<file path="config.mk">
export PLATFORM = sky130hd
export DESIGN_NAME = string_to_integer_parser_top_flat
export DESIGN_NICKNAME = d
export VERILOG_FILES = /design/src/rtl/core/stp_pkg.sv /design/src/rtl/core/stp_in_if.sv /design/src/rtl/core/stp_out_if.sv /design/src/rtl/core/stp_in_stage.sv /design/src/rtl/core/stp_parse.sv /design/src/rtl/core/stp_out_stage.sv /design/src/rtl/core/string_to_integer_parser_top.sv /design/src/flat_wrapper.sv
export SDC_FILE = /design/constraint.sdc
export NUM_CORES = 1
export LEC_CHECK = 0
export BUFFER_PORTS_ARGS = -buffer_cell sky130_fd_sc_hd__buf_4
export CAP_MARGIN = 20
export CORE_MARGIN = 3
export CORE_UTILIZATION = 55
export DETAILED_ROUTE_END_ITERATION = 10
export PLACE_DENSITY_LB_ADDON = 0.08
export SLEW_MARGIN = 20
export SYNTH_ARGS = -nofsm -noshare
export SYNTH_HDL_FRONTEND = slang
export SYNTH_SLANG_ARGS = --single-unit
export TNS_END_PERCENT = 50
</file>
<file path="constraint.sdc">
create_clock -name clk_i -period 18.65 [get_ports clk_i]
set_input_delay 0.9325 -clock clk_i [delete_from_list [all_inputs] [get_ports clk_i]]
set_output_delay 0.9325 -clock clk_i [all_outputs]
set_load 0.05 [all_outputs]
</file>
<file path="src/rtl/core/stp_pkg.sv">
// ----------------------------------------------------------------------------
// String-to-integer parser package
// Shared types, character codes and digit decoding for the parser.
// ----------------------------------------------------------------------------
package stp_pkg;

  // Parser phase within one string.
  typedef enum logic [2:0] {
    PhDone,
    PhWs,
    PhSigned,
    PhZero,
    PhHexPfx,
    PhDigits
  } stp_phase_e;

  // One input character with its control fields.
  typedef struct packed {
    logic [7:0] ch;
    logic       start_req;
    logic [5:0] radix;
  } stp_item_t;

  // Character codes.
  localparam logic [7:0] ChSpace = 8'h20;
  localparam logic [7:0] ChTab   = 8'h09;
  localparam logic [7:0] ChCr    = 8'h0D;
  localparam logic [7:0] ChPlus  = 8'h2B;
  localparam logic [7:0] ChMinus = 8'h2D;
  localparam logic [7:0] ChZero  = 8'h30;
  localparam logic [7:0] ChNine  = 8'h39;
  localparam logic [7:0] ChUpA   = 8'h41;
  localparam logic [7:0] ChUpX   = 8'h58;
  localparam logic [7:0] ChUpZ   = 8'h5A;
  localparam logic [7:0] ChLowA  = 8'h61;
  localparam logic [7:0] ChLowX  = 8'h78;
  localparam logic [7:0] ChLowZ  = 8'h7A;

  // Digit values and bases. DigitNone is never below any 6-bit base.
  localparam logic [5:0] DigitNone    = 6'd63;
  localparam logic [5:0] LetterOffset = 6'd10;
  localparam logic [5:0] BaseAuto     = 6'd0;
  localparam logic [5:0] BaseOct      = 6'd8;
  localparam logic [5:0] BaseDec      = 6'd10;
  localparam logic [5:0] BaseHex      = 6'd16;

  // Value of a digit or letter, DigitNone for any other character.
  function automatic logic [5:0] digit_value(input logic [7:0] c);
    logic [5:0] d;
    if (c >= ChZero && c <= ChNine) begin
      d = 6'(c - ChZero);
    end else if (c >= ChLowA && c <= ChLowZ) begin
      d = 6'(c - ChLowA) + LetterOffset;
    end else if (c >= ChUpA && c <= ChUpZ) begin
      d = 6'(c - ChUpA) + LetterOffset;
    end else begin
      d = DigitNone;
    end
    return d;
  endfunction

  // Space, tab, line feed, vertical tab, form feed and carriage return.
  function automatic logic is_space(input logic [7:0] c);
    return (c == ChSpace) || (c >= ChTab && c <= ChCr);
  endfunction

endpackage

</file>
<file path="src/rtl/core/stp_in_if.sv">
// ----------------------------------------------------------------------------
// Parser input channel
// Valid/ready channel that carries one character per transaction.
// ----------------------------------------------------------------------------
interface stp_in_if;
  logic       valid;
  logic       ready;
  logic [7:0] ch;
  logic       start_req;
  logic [5:0] radix;

  modport source (output valid, ch, start_req, radix, input ready);
  modport sink   (input valid, ch, start_req, radix, output ready);
endinterface

</file>
<file path="src/rtl/core/stp_out_if.sv">
// ----------------------------------------------------------------------------
// Parser output channel
// Valid/ready channel that carries one parse result per transaction.
// ----------------------------------------------------------------------------
interface stp_out_if #(
  parameter int unsigned VALUE_WIDTH = 64,
  parameter int unsigned POS_WIDTH   = 16
);
  logic                   valid;
  logic                   ready;
  logic [VALUE_WIDTH-1:0] value;
  logic [POS_WIDTH-1:0]   end_pos;
  logic                   digits_found;

  modport source (output valid, value, end_pos, digits_found, input ready);
  modport sink   (input valid, value, end_pos, digits_found, output ready);
endinterface

</file>
<file path="src/rtl/core/stp_in_stage.sv">
// ----------------------------------------------------------------------------
// Parser input register
// Captures one character transaction and holds it until the parser takes it.
// ----------------------------------------------------------------------------
module stp_in_stage (
  input  logic              clk_i,
  input  logic              rst_ni,
  stp_in_if.sink            in_i,
  input  logic              take_i,
  output logic              valid_o,
  output stp_pkg::stp_item_t item_o
);
  import stp_pkg::*;

  logic      valid_q, valid_d;
  stp_item_t item_q;
  logic      load;

  // The register is free when empty or when its content leaves this cycle.
  assign in_i.ready = !valid_q || take_i;
  assign load       = in_i.valid && in_i.ready;
  assign valid_d    = load || (valid_q && !take_i);

  always_ff @(posedge clk_i or negedge rst_ni) begin
    if (!rst_ni) begin
      valid_q <= 1'b0;
    end else begin
      valid_q <= valid_d;
    end
  end

  // Payload needs no reset.
  always_ff @(posedge clk_i) begin
    if (load) begin
      item_q.ch        <= in_i.ch;
      item_q.start_req <= in_i.start_req;
      item_q.radix     <= in_i.radix;
    end
  end

  assign valid_o = valid_q;
  assign item_o  = item_q;

endmodule

</file>
<file path="src/rtl/core/stp_parse.sv">
// ----------------------------------------------------------------------------
// Parser state and step logic
// Holds the per-string state and applies one character per cycle while no
// result waits: prefix handling, digit decoding, accumulator multiply-add.
// ----------------------------------------------------------------------------
module stp_parse #(
  parameter int unsigned VALUE_WIDTH = 64,
  parameter int unsigned POS_WIDTH   = 16
) (
  input  logic                   clk_i,
  input  logic                   rst_ni,
  input  logic                   valid_i,
  input  stp_pkg::stp_item_t     item_i,
  output logic                   take_o,
  output logic                   res_valid_o,
  input  logic                   res_ready_i,
  output logic [VALUE_WIDTH-1:0] value_o,
  output logic [POS_WIDTH-1:0]   end_pos_o,
  output logic                   found_o
);
  import stp_pkg::*;

  localparam logic [POS_WIDTH-1:0] PosMax = {POS_WIDTH{1'b1}};

  stp_phase_e             phase_q, phase_d, cur_phase;
  logic                   neg_q, neg_d, cur_neg;
  logic [5:0]             base_q, base_d, cur_base;
  logic [VALUE_WIDTH-1:0] acc_q, acc_d, cur_acc;
  logic                   any_q, any_d, cur_any;
  logic [POS_WIDTH-1:0]   pos_q, pos_d, cur_pos;

  logic [5:0]             digit;
  logic [5:0]             base_eff;
  logic [VALUE_WIDTH-1:0] mac;
  logic [VALUE_WIDTH-1:0] neg_acc;
  logic                   res;

  // A start character discards any string in progress.
  always_comb begin
    cur_phase = phase_q;
    cur_neg   = neg_q;
    cur_base  = base_q;
    cur_acc   = acc_q;
    cur_any   = any_q;
    cur_pos   = pos_q;
    if (item_i.start_req) begin
      cur_phase = PhWs;
      cur_neg   = 1'b0;
      cur_base  = item_i.radix;
      cur_acc   = '0;
      cur_any   = 1'b0;
      cur_pos   = '0;
    end
  end

  // Digit decode, effective base and the accumulator multiply-add.
  assign digit    = digit_value(item_i.ch);
  assign base_eff = (cur_base != BaseAuto) ? cur_base :
                    (cur_phase == PhZero)  ? BaseOct  : BaseDec;
  assign mac      = cur_acc * VALUE_WIDTH'(base_eff) + VALUE_WIDTH'(digit);
  assign neg_acc  = '0 - cur_acc;

  // Next state and result for the current character.
  always_comb begin
    logic begin_num;
    logic digit_path;
    begin_num  = 1'b0;
    digit_path = 1'b0;
    phase_d    = cur_phase;
    neg_d      = cur_neg;
    base_d     = cur_base;
    acc_d      = cur_acc;
    any_d      = cur_any;
    pos_d      = cur_pos;
    res        = 1'b0;
    value_o    = '0;
    end_pos_o  = '0;
    found_o    = 1'b0;

    if (cur_phase != PhDone && cur_pos != PosMax) begin
      pos_d = cur_pos + POS_WIDTH'(1);
    end

    unique case (cur_phase)
      PhWs: begin
        if (is_space(item_i.ch)) begin
          phase_d = PhWs;
        end else if (item_i.ch == ChPlus) begin
          phase_d = PhSigned;
        end else if (item_i.ch == ChMinus) begin
          neg_d   = 1'b1;
          phase_d = PhSigned;
        end else begin
          begin_num = 1'b1;
        end
      end
      PhSigned: begin
        begin_num = 1'b1;
      end
      PhZero: begin
        if (item_i.ch == ChLowX || item_i.ch == ChUpX) begin
          base_d  = BaseHex;
          phase_d = PhHexPfx;
        end else begin
          base_d     = base_eff;
          digit_path = 1'b1;
        end
      end
      PhHexPfx: begin
        if (digit < BaseHex) begin
          acc_d   = VALUE_WIDTH'(digit);
          any_d   = 1'b1;
          phase_d = PhDigits;
        end else begin
          // Bare hex prefix: the zero alone is the number.
          acc_d     = '0;
          res       = 1'b1;
          end_pos_o = cur_pos - POS_WIDTH'(1);
          found_o   = 1'b1;
          phase_d   = PhDone;
        end
      end
      PhDigits: begin
        digit_path = 1'b1;
      end
      default: begin
        phase_d = cur_phase;
      end
    endcase

    // First character of the number: a zero may open an octal or hex prefix.
    if (begin_num) begin
      if (item_i.ch == ChZero && (cur_base == BaseAuto || cur_base == BaseHex)) begin
        acc_d   = '0;
        any_d   = 1'b1;
        phase_d = PhZero;
      end else begin
        base_d     = base_eff;
        digit_path = 1'b1;
      end
    end

    // Accept a digit or close the string.
    if (digit_path) begin
      if (digit < base_eff) begin
        acc_d   = mac;
        any_d   = 1'b1;
        phase_d = PhDigits;
      end else begin
        res       = 1'b1;
        value_o   = !cur_any ? '0 : (cur_neg ? neg_acc : cur_acc);
        end_pos_o = cur_any ? cur_pos : '0;
        found_o   = cur_any;
        phase_d   = PhDone;
      end
    end
  end

  // A character without a result never waits for the output side.
  assign res_valid_o = valid_i && res;
  assign take_o      = valid_i && (!res || res_ready_i);

  // Per-string state.
  always_ff @(posedge clk_i or negedge rst_ni) begin
    if (!rst_ni) begin
      phase_q <= PhDone;
      neg_q   <= 1'b0;
      base_q  <= '0;
      acc_q   <= '0;
      any_q   <= 1'b0;
      pos_q   <= '0;
    end else if (take_o) begin
      phase_q <= phase_d;
      neg_q   <= neg_d;
      base_q  <= base_d;
      acc_q   <= acc_d;
      any_q   <= any_d;
      pos_q   <= pos_d;
    end
  end

  // An idle parser only wakes up on a start character.
  a_no_result_idle: assert property (@(posedge clk_i) disable iff (!rst_ni)
    res_valid_o |-> (phase_q != PhDone || item_i.start_req))
    else $error("result produced while idle without a start character");

  // A string without digits reports zero value and zero offset.
  a_empty_is_zero: assert property (@(posedge clk_i) disable iff (!rst_ni)
    (res_valid_o && !found_o) |-> (value_o == '0 && end_pos_o == '0))
    else $error("empty parse reports a nonzero value or offset");

  // A delivered result closes the string.
  a_done_after_result: assert property (@(posedge clk_i) disable iff (!rst_ni)
    (take_o && res_valid_o) |=> (phase_q == PhDone))
    else $error("parser did not return to idle after a result");

  // The digit phase is only entered after a digit.
  a_digits_seen: assert property (@(posedge clk_i) disable iff (!rst_ni)
    (phase_q == PhDigits) |-> any_q)
    else $error("digit phase without any digit recorded");

endmodule

</file>
<file path="src/rtl/core/stp_out_stage.sv">
// ----------------------------------------------------------------------------
// Parser output register
// Holds one result until the output transaction completes.
// ----------------------------------------------------------------------------
module stp_out_stage #(
  parameter int unsigned VALUE_WIDTH = 64,
  parameter int unsigned POS_WIDTH   = 16
) (
  input  logic                   clk_i,
  input  logic                   rst_ni,
  input  logic                   load_valid_i,
  output logic                   load_ready_o,
  input  logic [VALUE_WIDTH-1:0] value_i,
  input  logic [POS_WIDTH-1:0]   end_pos_i,
  input  logic                   found_i,
  stp_out_if.source              out_o
);

  logic                   valid_q, valid_d;
  logic [VALUE_WIDTH-1:0] value_q;
  logic [POS_WIDTH-1:0]   end_pos_q;
  logic                   found_q;
  logic                   load;

  // Free when empty or when the held result is taken this cycle.
  assign load_ready_o = !valid_q || out_o.ready;
  assign load         = load_valid_i && load_ready_o;
  assign valid_d      = load || (valid_q && !out_o.ready);

  always_ff @(posedge clk_i or negedge rst_ni) begin
    if (!rst_ni) begin
      valid_q <= 1'b0;
    end else begin
      valid_q <= valid_d;
    end
  end

  // Result payload.
  always_ff @(posedge clk_i) begin
    if (load) begin
      value_q   <= value_i;
      end_pos_q <= end_pos_i;
      found_q   <= found_i;
    end
  end

  assign out_o.valid        = valid_q;
  assign out_o.value        = value_q;
  assign out_o.end_pos      = end_pos_q;
  assign out_o.digits_found = found_q;

endmodule

</file>
<file path="src/rtl/core/string_to_integer_parser_top.sv">
// ----------------------------------------------------------------------------
// String-to-integer parser, top level
// Takes one character per transaction and gives one result per string.
// ----------------------------------------------------------------------------
// Throughput: one character per cycle while the result register can accept;
//   the accumulator loop (a multiply by the 6-bit base plus the digit add)
//   is combinational.
// Results: the parser works from the input register, and the result register
//   loads a result as the parser takes its terminating character.
// Reset: asynchronous, active low; clears the valid flags of both channel
//   registers and idles the parser, which then waits for a start character.
module string_to_integer_parser_top #(
  parameter int unsigned VALUE_WIDTH = 64,
  parameter int unsigned POS_WIDTH   = 16
) (
  input  logic      clk_i,
  input  logic      rst_ni,
  stp_in_if.sink    in_i,
  stp_out_if.source out_o
);
  import stp_pkg::*;

  logic                   item_valid;
  stp_item_t              item;
  logic                   take;
  logic                   res_valid;
  logic                   res_ready;
  logic [VALUE_WIDTH-1:0] res_value;
  logic [POS_WIDTH-1:0]   res_end_pos;
  logic                   res_found;

  // Input register.
  stp_in_stage u_in_stage (
    .clk_i   (clk_i),
    .rst_ni  (rst_ni),
    .in_i    (in_i),
    .take_i  (take),
    .valid_o (item_valid),
    .item_o  (item)
  );

  // Parser state and step logic.
  stp_parse #(
    .VALUE_WIDTH (VALUE_WIDTH),
    .POS_WIDTH   (POS_WIDTH)
  ) u_parse (
    .clk_i       (clk_i),
    .rst_ni      (rst_ni),
    .valid_i     (item_valid),
    .item_i      (item),
    .take_o      (take),
    .res_valid_o (res_valid),
    .res_ready_i (res_ready),
    .value_o     (res_value),
    .end_pos_o   (res_end_pos),
    .found_o     (res_found)
  );

  // Result register.
  stp_out_stage #(
    .VALUE_WIDTH (VALUE_WIDTH),
    .POS_WIDTH   (POS_WIDTH)
  ) u_out_stage (
    .clk_i        (clk_i),
    .rst_ni       (rst_ni),
    .load_valid_i (res_valid),
    .load_ready_o (res_ready),
    .value_i      (res_value),
    .end_pos_i    (res_end_pos),
    .found_i      (res_found),
    .out_o        (out_o)
  );

endmodule

</file>
<file path="src/flat_wrapper.sv">
// flat-port wrapper written by rule: the top's interface ports become plain ports
module string_to_integer_parser_top_flat import stp_pkg::*;
#(
  parameter int unsigned VALUE_WIDTH = 64,
  parameter int unsigned POS_WIDTH   = 16
)
  (clk_i, rst_ni, in_i_valid, in_i_ch, in_i_start_req, in_i_radix, in_i_ready, out_o_valid, out_o_value, out_o_end_pos, out_o_digits_found, out_o_ready);
  stp_in_if in_i_i ();
  stp_out_if #(.VALUE_WIDTH(VALUE_WIDTH), .POS_WIDTH(POS_WIDTH)) out_o_i ();
  input  logic clk_i;
  input  logic rst_ni;
  input wire logic [$bits(in_i_i.valid)-1:0] in_i_valid;
  input wire logic [$bits(in_i_i.ch)-1:0] in_i_ch;
  input wire logic [$bits(in_i_i.start_req)-1:0] in_i_start_req;
  input wire logic [$bits(in_i_i.radix)-1:0] in_i_radix;
  output wire logic [$bits(in_i_i.ready)-1:0] in_i_ready;
  output wire logic [$bits(out_o_i.valid)-1:0] out_o_valid;
  output wire logic [$bits(out_o_i.value)-1:0] out_o_value;
  output wire logic [$bits(out_o_i.end_pos)-1:0] out_o_end_pos;
  output wire logic [$bits(out_o_i.digits_found)-1:0] out_o_digits_found;
  input wire logic [$bits(out_o_i.ready)-1:0] out_o_ready;
  assign in_i_i.valid = in_i_valid;
  assign in_i_i.ch = in_i_ch;
  assign in_i_i.start_req = in_i_start_req;
  assign in_i_i.radix = in_i_radix;
  assign in_i_ready = in_i_i.ready;
  assign out_o_valid = out_o_i.valid;
  assign out_o_value = out_o_i.value;
  assign out_o_end_pos = out_o_i.end_pos;
  assign out_o_digits_found = out_o_i.digits_found;
  assign out_o_i.ready = out_o_ready;
  string_to_integer_parser_top #(.VALUE_WIDTH(VALUE_WIDTH), .POS_WIDTH(POS_WIDTH)) u_core (.clk_i(clk_i), .rst_ni(rst_ni), .in_i(in_i_i), .out_o(out_o_i));
endmodule
</file>
==> summary.txt, run 1 <==
Die
  – Initial Util: 56.37%
  – Row count: 73
  – Die Ht: ~210 µm
  – Die area: between 0.04 and 0.05 mm²
  – I/O pins: a little over 100
  – Die width: 209.2 µm
  – Placeable Area: roughly 0.040 mm²

Detailed routing
  – Per-cell routed wire length: 23.74 µm
  – DR vias: around 19k
  – Number of remaining DRC errors: 0
  – DRT antenna net count: 0
  – DR pass1 iterations: 5
  – WL final: about 71000 µm
  – Initial drt markers: 1886
  – DR vias/cell: roughly 6.4

Setup path
  – FF-to-FF path depth: 20
  – CP endpoint: u_core.u_parse.acc_q[56]
  – Setup CP Type: reg -> reg
  – Worst r2r src: u_core.u_in_stage.item_o[6]
  – Cell Chain, Critical Path: buf_12 > or4b_1 > a21oi_2 > a21o_1 > clkinv_1 > nor2_1 > fa_1 > fa_1 > fa_1 > ha_1 > ha_1 > a21oi_1 > o21ai_0 > a2111oi_0 > a31oi_1 > o2111ai_1 > a21oi_1 > a41oi_1 > o21ai_0 > a221o_1
  – Crit-path max cell delay: between 1 and 1.5 ns
  – CP Launch Type: register
  – R2R Setup Slk: a little under 10 ns
  – CP dominant cell by count: fa_1
  – CP required: 19.04 ns
  – Capture point of the worst reg-to-reg path: u_core.u_parse.acc_q[56]
  – Slowest stage cell on the critical path: clkinv_1
  – Critical path endpoint category: register
  – Crit. Startpoint: u_core.u_in_stage.item_o[6]
  – WP data arrival: approximately 9.4 ns
  – CP max FO: 130

Logic synthesis
  – Cell taking the most area after synthesis: fa_1
  – Synthesized area per cell: just over 9 µm²
  – Post-synth EDFFs: 96
  – Top_reg_cell synth: edfxtp_1
  – Register bit count reported by yosys: between 150 and 200
  – Syn_nets: ~2.9k
  – Mapped Cells: 2472
  – Synth unique cells: between 80 and 90
  – Synth Warn #: 0
  – Async SR Flop Fraction: approximately half
  – Synthesized cell area: approximately 0.023 mm²
  – Top cell type's share of synthesized area: approximately a fifth
  – Commonest cells in the netlist: nor2_1 (270), and2_1 (254), fa_1 (240)
  – Post-synthesis sequential area ratio: a little under a quarter
  – Largest cells by area after synthesis: fa_1 (21%), edfxtp_1 (13%), dfrtp_1 (10%)
  – Most common cell in the synthesized netlist: nor2_1

Timing
  – Min Clock Period, post-route: 9.046 ns
  – RSZ-0062 raised after global routing: no
  – Max frequency: 110.5 MHz
  – Period utilization: 48.50%
  – Final setup violation count: 0
  – Final slew viol count: 0
  – Fin. Hold Viols: 0
  – Slew @ Worst Pin: 1.088 ns
  – Relative slew slack: between 20% and 30%
  – Worst Clk Skew: around 0.013 ns
  – Setup_tns: 0 ns

Cells and area
  – Area Growth Syn to Fin: 6.790%
  – Final design utilization: around three fifths
  – Antenna Cells: 0
  – Final #Nets: around 2.9k
  – Share of layout cells above drive strength 1: under 10%
  – FILL cells: between 3k and 4k

Global route
  – Initial antenna violation count: 0
  – Gr usage total: 32.80%
  – Remaining global-route overflow: 0
  – Vias in the first global route: around 20k
  – Largest net degree at the start of global routing: between 100 and 150
  – First-pass GRT wire length: 112400 µm

Clocking
  – TritonCTS clock tree: built
  – H-tree level count: 4
  – Hold Buf Count CTS: 0
  – Post_cts resized: 0
  – Postcts setup bufs: 0
  – CTS Buffer Depth: 2
  – Skew-Pair Late Insertion Delay: 0.51 ns
  – Inserted Clock Buffers: 17
  – CTS Root Cell: clkbuf_16
  – # clock sinks: approximately 190
  – Worst-path clk slew: about 0.08 ns

Pwr
  – Total power: 0.002121 W
  – Worst vdd ir: between 60 and 70 µV
  – Power per cell area: between 80 and 90 mW/mm²
  – Leakage: 11.41 nW

Place
  – Post-DP HPWL: ~52000 µm
  – Port buffer count: ~100
  – Final Wtd Congestion: 0.9902

Job
  – Max Cap Viol: 0

Outcome
  – Status: finished clean

Hold path
  – HP Class: in -> async
==> worst min-delay path by stage <==
| stage | start | end | cells after the start | slack, ns |
|---|---|---|---|---|
| detailed placement | u_core.u_parse.base_q[1] | u_core.u_parse.base_q[1] | 2 | 0.49 |
| finish | rst_ni | u_core.u_parse.pos_q[12] | 1 | 0.43 |
| global route | rst_ni | u_core.u_parse.pos_q[12] | 1 | 0.45 |
| global placement | u_core.u_parse.base_q[3] | u_core.u_parse.base_q[3] | 2 | 0.48 |
| floorplan | u_core.u_parse.base_q[3] | u_core.u_parse.base_q[3] | 2 | 0.45 |
| CTS | rst_ni | u_core.u_parse.base_q[3] | 1 | 0.41 |
==> registers in the layout, indices dropped and copies added (netlist names) <==
name	flops
u_core.u_parse.acc_q	64
u_core.u_parse.any_q	1
u_core.u_out_stage.out_o.valid	1
u_core.u_out_stage.out_o.digits_found	1
u_core.u_in_stage.valid_o	1
u_core.u_parse.neg_q	1
u_core.u_out_stage.out_o.end_pos	16
u_core.u_parse.base_q	6
u_core.u_in_stage.item_o	15
u_core.u_parse.phase_q	3
u_core.u_out_stage.out_o.value	64
u_core.u_parse.pos_q	16
==> worst max-delay path, delay by kind of cell, from the launching register on <==
kind            cells  cell delay (ns)
compound gates     11             3.68
fa+ha+maj           5             2.17
buf+inv             2             1.61
flops               1             0.38
simple gates        2             1.01
==> cells by family after synthesis <==
kind of cell,after synthesis,share of synthesized area [%]
adders and majority gates,384,29.10
xor gates and xnor gates,112,4.321
AOI/OAI and AO/OA,529,16.01
DFF,189,22.95
and+or+nand+nor,1008,22.80
muxes,12,0.5676
buffers and inverters,238,4.249
==> area by class of cell <==
type,instances,area [µm²],area share (%)
multi-input combinational,2045,16600,68.46
timing repair buffer,115,875.8,3.612
sequential,189,5210,21.49
tap,525,656.9,2.709
clock inverter,13,153.9,0.6347
clock buffer,19,452.9,1.868
inverter,79,296.5,1.223
==> through the flow <==
stage | hold WS [ns] | setup slack, ns | area, µm² | instances
after floorplan | 0.4517 | 11.22 | 22700 | 2472
after global placement | 0.4802 | 10.20 | 23630 | 2953
after detailed placement | 0.4937 | 9.957 | 23630 | 2953
after CTS | 0.4149 | 9.916 | 24240 | 2985
after global routing | 0.4469 | 9.192 | 24250 | 2985
final | 0.4267 | 9.604 | 24250 | 2985
==> power by group <==
group,leakage (nW),internal [W],switching [W],total [W]
Combinational,8.92,0.000312,0.000785,0.00110
Clock,0.294,0.000197,0.000195,0.000392
Sequential,2.20,0.000544,0.0000890,0.000633
==> layer usage <==
metal / global-route usage, % / vias up / share of wire [%]
li1: - / 8568 / -
met1: 46.06 / 9623 / 43
met2: 50.84 / 909 / 46
met3: 6.921 / 132 / 8.3
met4: 11.11 / 0 / 3.1
met5: 0 / - / 0
==> cells in the final DEF, fill, tap and decap left out, drive strengths merged, types with 25 or more instances in the layout <==
cell type  count
inv           82
a21oi        128
dfrtp         93
xor2          58
and2         257
edfxtp        96
nor3          55
ha           144
xnor2         54
nor4          25
a21o          31
nand2        174
nor2         270
buf          115
a22o          53
o21ai        101
and3          38
fa           240
nor2b         59
nand3         34
Note: power is estimated with default switching activity, not from simulation.
==> inputs of run 2 (changes only) <==
==> constraint.sdc (replaced) <==
create_clock -name clk_i -period 7.45 [get_ports clk_i]
set_input_delay 0.3725 -clock clk_i [delete_from_list [all_inputs] [get_ports clk_i]]
set_output_delay 0.3725 -clock clk_i [all_outputs]
set_load 0.05 [all_outputs]
==> summary.txt, run 2 (synthesized netlist as in run 1, its figures left out) <==
Outcome
  – Status: finished clean

Detailed routing
  – Initial drt markers: 1687
  – DR vias: ~19k
  – Number of remaining DRC errors: 0
  – Per-cell routed wire length: approximately 24 µm
  – DR pass1 iterations: 6
  – WL final: approximately 71000 µm
  – DR vias/cell: roughly 6.4
  – DRT antenna net count: 0

Timing
  – Min Clock Period, post-route: 7.059 ns
  – Final worst setup slack: 0.3907 ns
  – Slew @ Worst Pin: about 1.1 ns
  – RSZ-0062 raised after global routing: no
  – Final slew viol count: 0
  – Min Hold Slack: 0.03716 ns
  – Worst Clk Skew: 0.01615 ns
  – Fin. Hold Viols: 0
  – Period utilization: a little over nine tenths
  – Relative slew slack: 28.44%
  – Setup_tns: 0 ns
  – Final setup violation count: 0
  – Max frequency: 141.7 MHz

Cells and area
  – Final #Nets: roughly 2.9k
  – Multi-input logic area: between 0.015 and 0.02 mm²
  – Commonest non-fill, non-tap cell in the layout: nor2_1
  – Share of layout cells above drive strength 1: 8.645%
  – Antenna Cells: 0
  – Commonest cells after routing, fill and taps aside: nor2_1 (268), and2_1 (254), fa_1 (240)
  – Register area: roughly 0.0052 mm²
  – Area Growth Syn to Fin: 7.484%
  – FILL cells: between 3k and 4k
  – Post-route cell area: roughly 0.024 mm²

Clocking
  – Skew-Pair Late Insertion Delay: around 0.52 ns
  – CTS Root Cell: clkbuf_16
  – Inserted Clock Buffers: 17
  – TritonCTS clock tree: built
  – CTS Buffer Depth: 2
  – # clock sinks: between 150 and 200
  – H-tree level count: 4
  – Postcts setup bufs: 0
  – Worst-path clk slew: about 0.080 ns

Global route
  – Remaining global-route overflow: 0
  – Vias in the first global route: between 15k and 20k
  – First-pass GRT wire length: 112100 µm
  – Initial antenna violation count: 1
  – Largest net degree at the start of global routing: ~80
  – Gr usage total: approximately 33%

Die
  – Die area: ~0.044 mm²
  – Die width: between 200 and 250 µm
  – I/O pins: approximately 100
  – Row count: 73
  – Placeable Area: between 0.04 and 0.05 mm²
  – Die Ht: 209.2 µm
  – Initial Util: 56.37%

Setup path
  – Setup CP Type: reg -> reg
  – WP data arrival: 7.45 ns
  – R2R Setup Slk: between 0.3 and 0.4 ns
  – CP bufs+invs: 3
  – Cell Chain, Critical Path: buf_4 > buf_4 > nor2b_1 > buf_4 > and2_1 > fa_1 > fa_1 > fa_1 > ha_1 > ha_1 > a21o_1 > o21bai_1 > nor4b_1 > or3b_2 > a21oi_1 > nor2b_1 > a311o_1 > a221oi_1 > nand2_1
  – Crit-path max cell delay: around 0.76 ns
  – CP Launch Type: register
  – CP required: ~7.8 ns
  – Slowest stage cell on the critical path: nor2b_1
  – Crit path max-delay family: adder cells
  – Critical path endpoint category: register
  – CP max FO: 17

Hold path
  – HP Class: in -> reg

Job
  – Max Cap Viol: 0

Place
  – Post-DP HPWL: 53620 µm
  – DP Area: roughly 0.024 mm²
  – Final Wtd Congestion: 0.9499
  – Port buffer count: ~100
  – Post-Place Worst Slack: 0.4093 ns

Pwr
  – Leakage: between 10 and 15 nW
  – Worst vdd ir: about 190 µV
  – Power per cell area: between 200 and 250 mW/mm²
## run 2: cell count changes in the layout (fill, tap and decap cells not counted), sizes merged
cell,previous run,this run
buf,115,141
clkbuf,19,17
inv,82,84
dlygate4sd3,0,1
clkinvlp,1,2
bufinv,1,0
## run 2: stage by stage
| step | util (%) | cells | total power, W |
|---|---|---|---|
| finish | 60.58 | 3012 | 0.005303 |
| global route | 60.58 | 3012 | 0.005582 |
| CTS | 60.55 | 3012 | 0.005282 |
| detailed placement | 59.09 | 2979 | 0.004319 |
| global placement | 59.09 | 2979 | 0.004272 |
| floorplan | - | 2472 | 0.003467 |
## run 2: worst register-to-register path, stage by stage, from the launching register on
cell      delay (ns)
edfxtp_1        0.47
buf_4           0.21
buf_4           0.22
nor2b_1         0.77
buf_4           0.35
and2_1          0.19
fa_1            0.44
fa_1            0.52
fa_1            0.50
ha_1            0.32
ha_1            0.40
a21o_1          0.23
o21bai_1        0.22
nor4b_1         0.31
or3b_2          0.55
a21oi_1         0.37
nor2b_1         0.16
a311o_1         0.38
a221oi_1        0.28
nand2_1         0.08
## run 2: final timing paths
check	startpoint	to	cells after the start
max in group asynchronous	rst_ni	u_core.u_parse.acc_q[42]	3
hold reg to reg	u_core.u_parse.base_q[3]	u_core.u_parse.base_q[3]	2
hold / removal	in_i_ch[4]	u_core.u_in_stage.item_o[11]	1
setup / recovery	u_core.u_in_stage.item_o[6]	u_core.u_parse.acc_q[63]	19
setup reg to reg	u_core.u_in_stage.item_o[6]	u_core.u_parse.acc_q[63]	19
min in group asynchronous	rst_ni	u_core.u_parse.pos_q[7]	2
## run 2: metal layers
| layer | vias to the layer above | wire length, µm | part of all wire (%) | track usage (%) |
|---|---|---|---|---|
| li1 | 8633 | - | - | - |
| met1 | 9552 | 30190 | 43 | 45.94 |
| met2 | 896 | 32440 | 46 | 51.03 |
| met3 | 140 | 5749 | 8.1 | 5.930 |
| met4 | 0 | 2494 | 3.5 | 12.89 |
| met5 | - | 0 | 0 | 0 |
## run 2: final cells by class
cell class	count	area share, %
well taps	525	2.692
repair buffers	142	4.379
multi-input cells	2045	68.00
clock buffers	17	1.743
clock inverters	15	0.6255
flip-flops and latches	189	21.35
inverters	79	1.215
## run 2: report_power, final
group / total [W] / switching, W / internal, W
sequential: 0.00158 / 0.000220 / 0.00136
combinational: 0.00276 / 0.00196 / 0.000801
clock: 0.000959 / 0.000515 / 0.000444
## run 2: timing repair
action                     in CTS  in global routing
hold endpoints to repair       34                  0
gates resized for setup         0                  1
setup endpoints to repair       0                  1
hold buffers                    1                  0
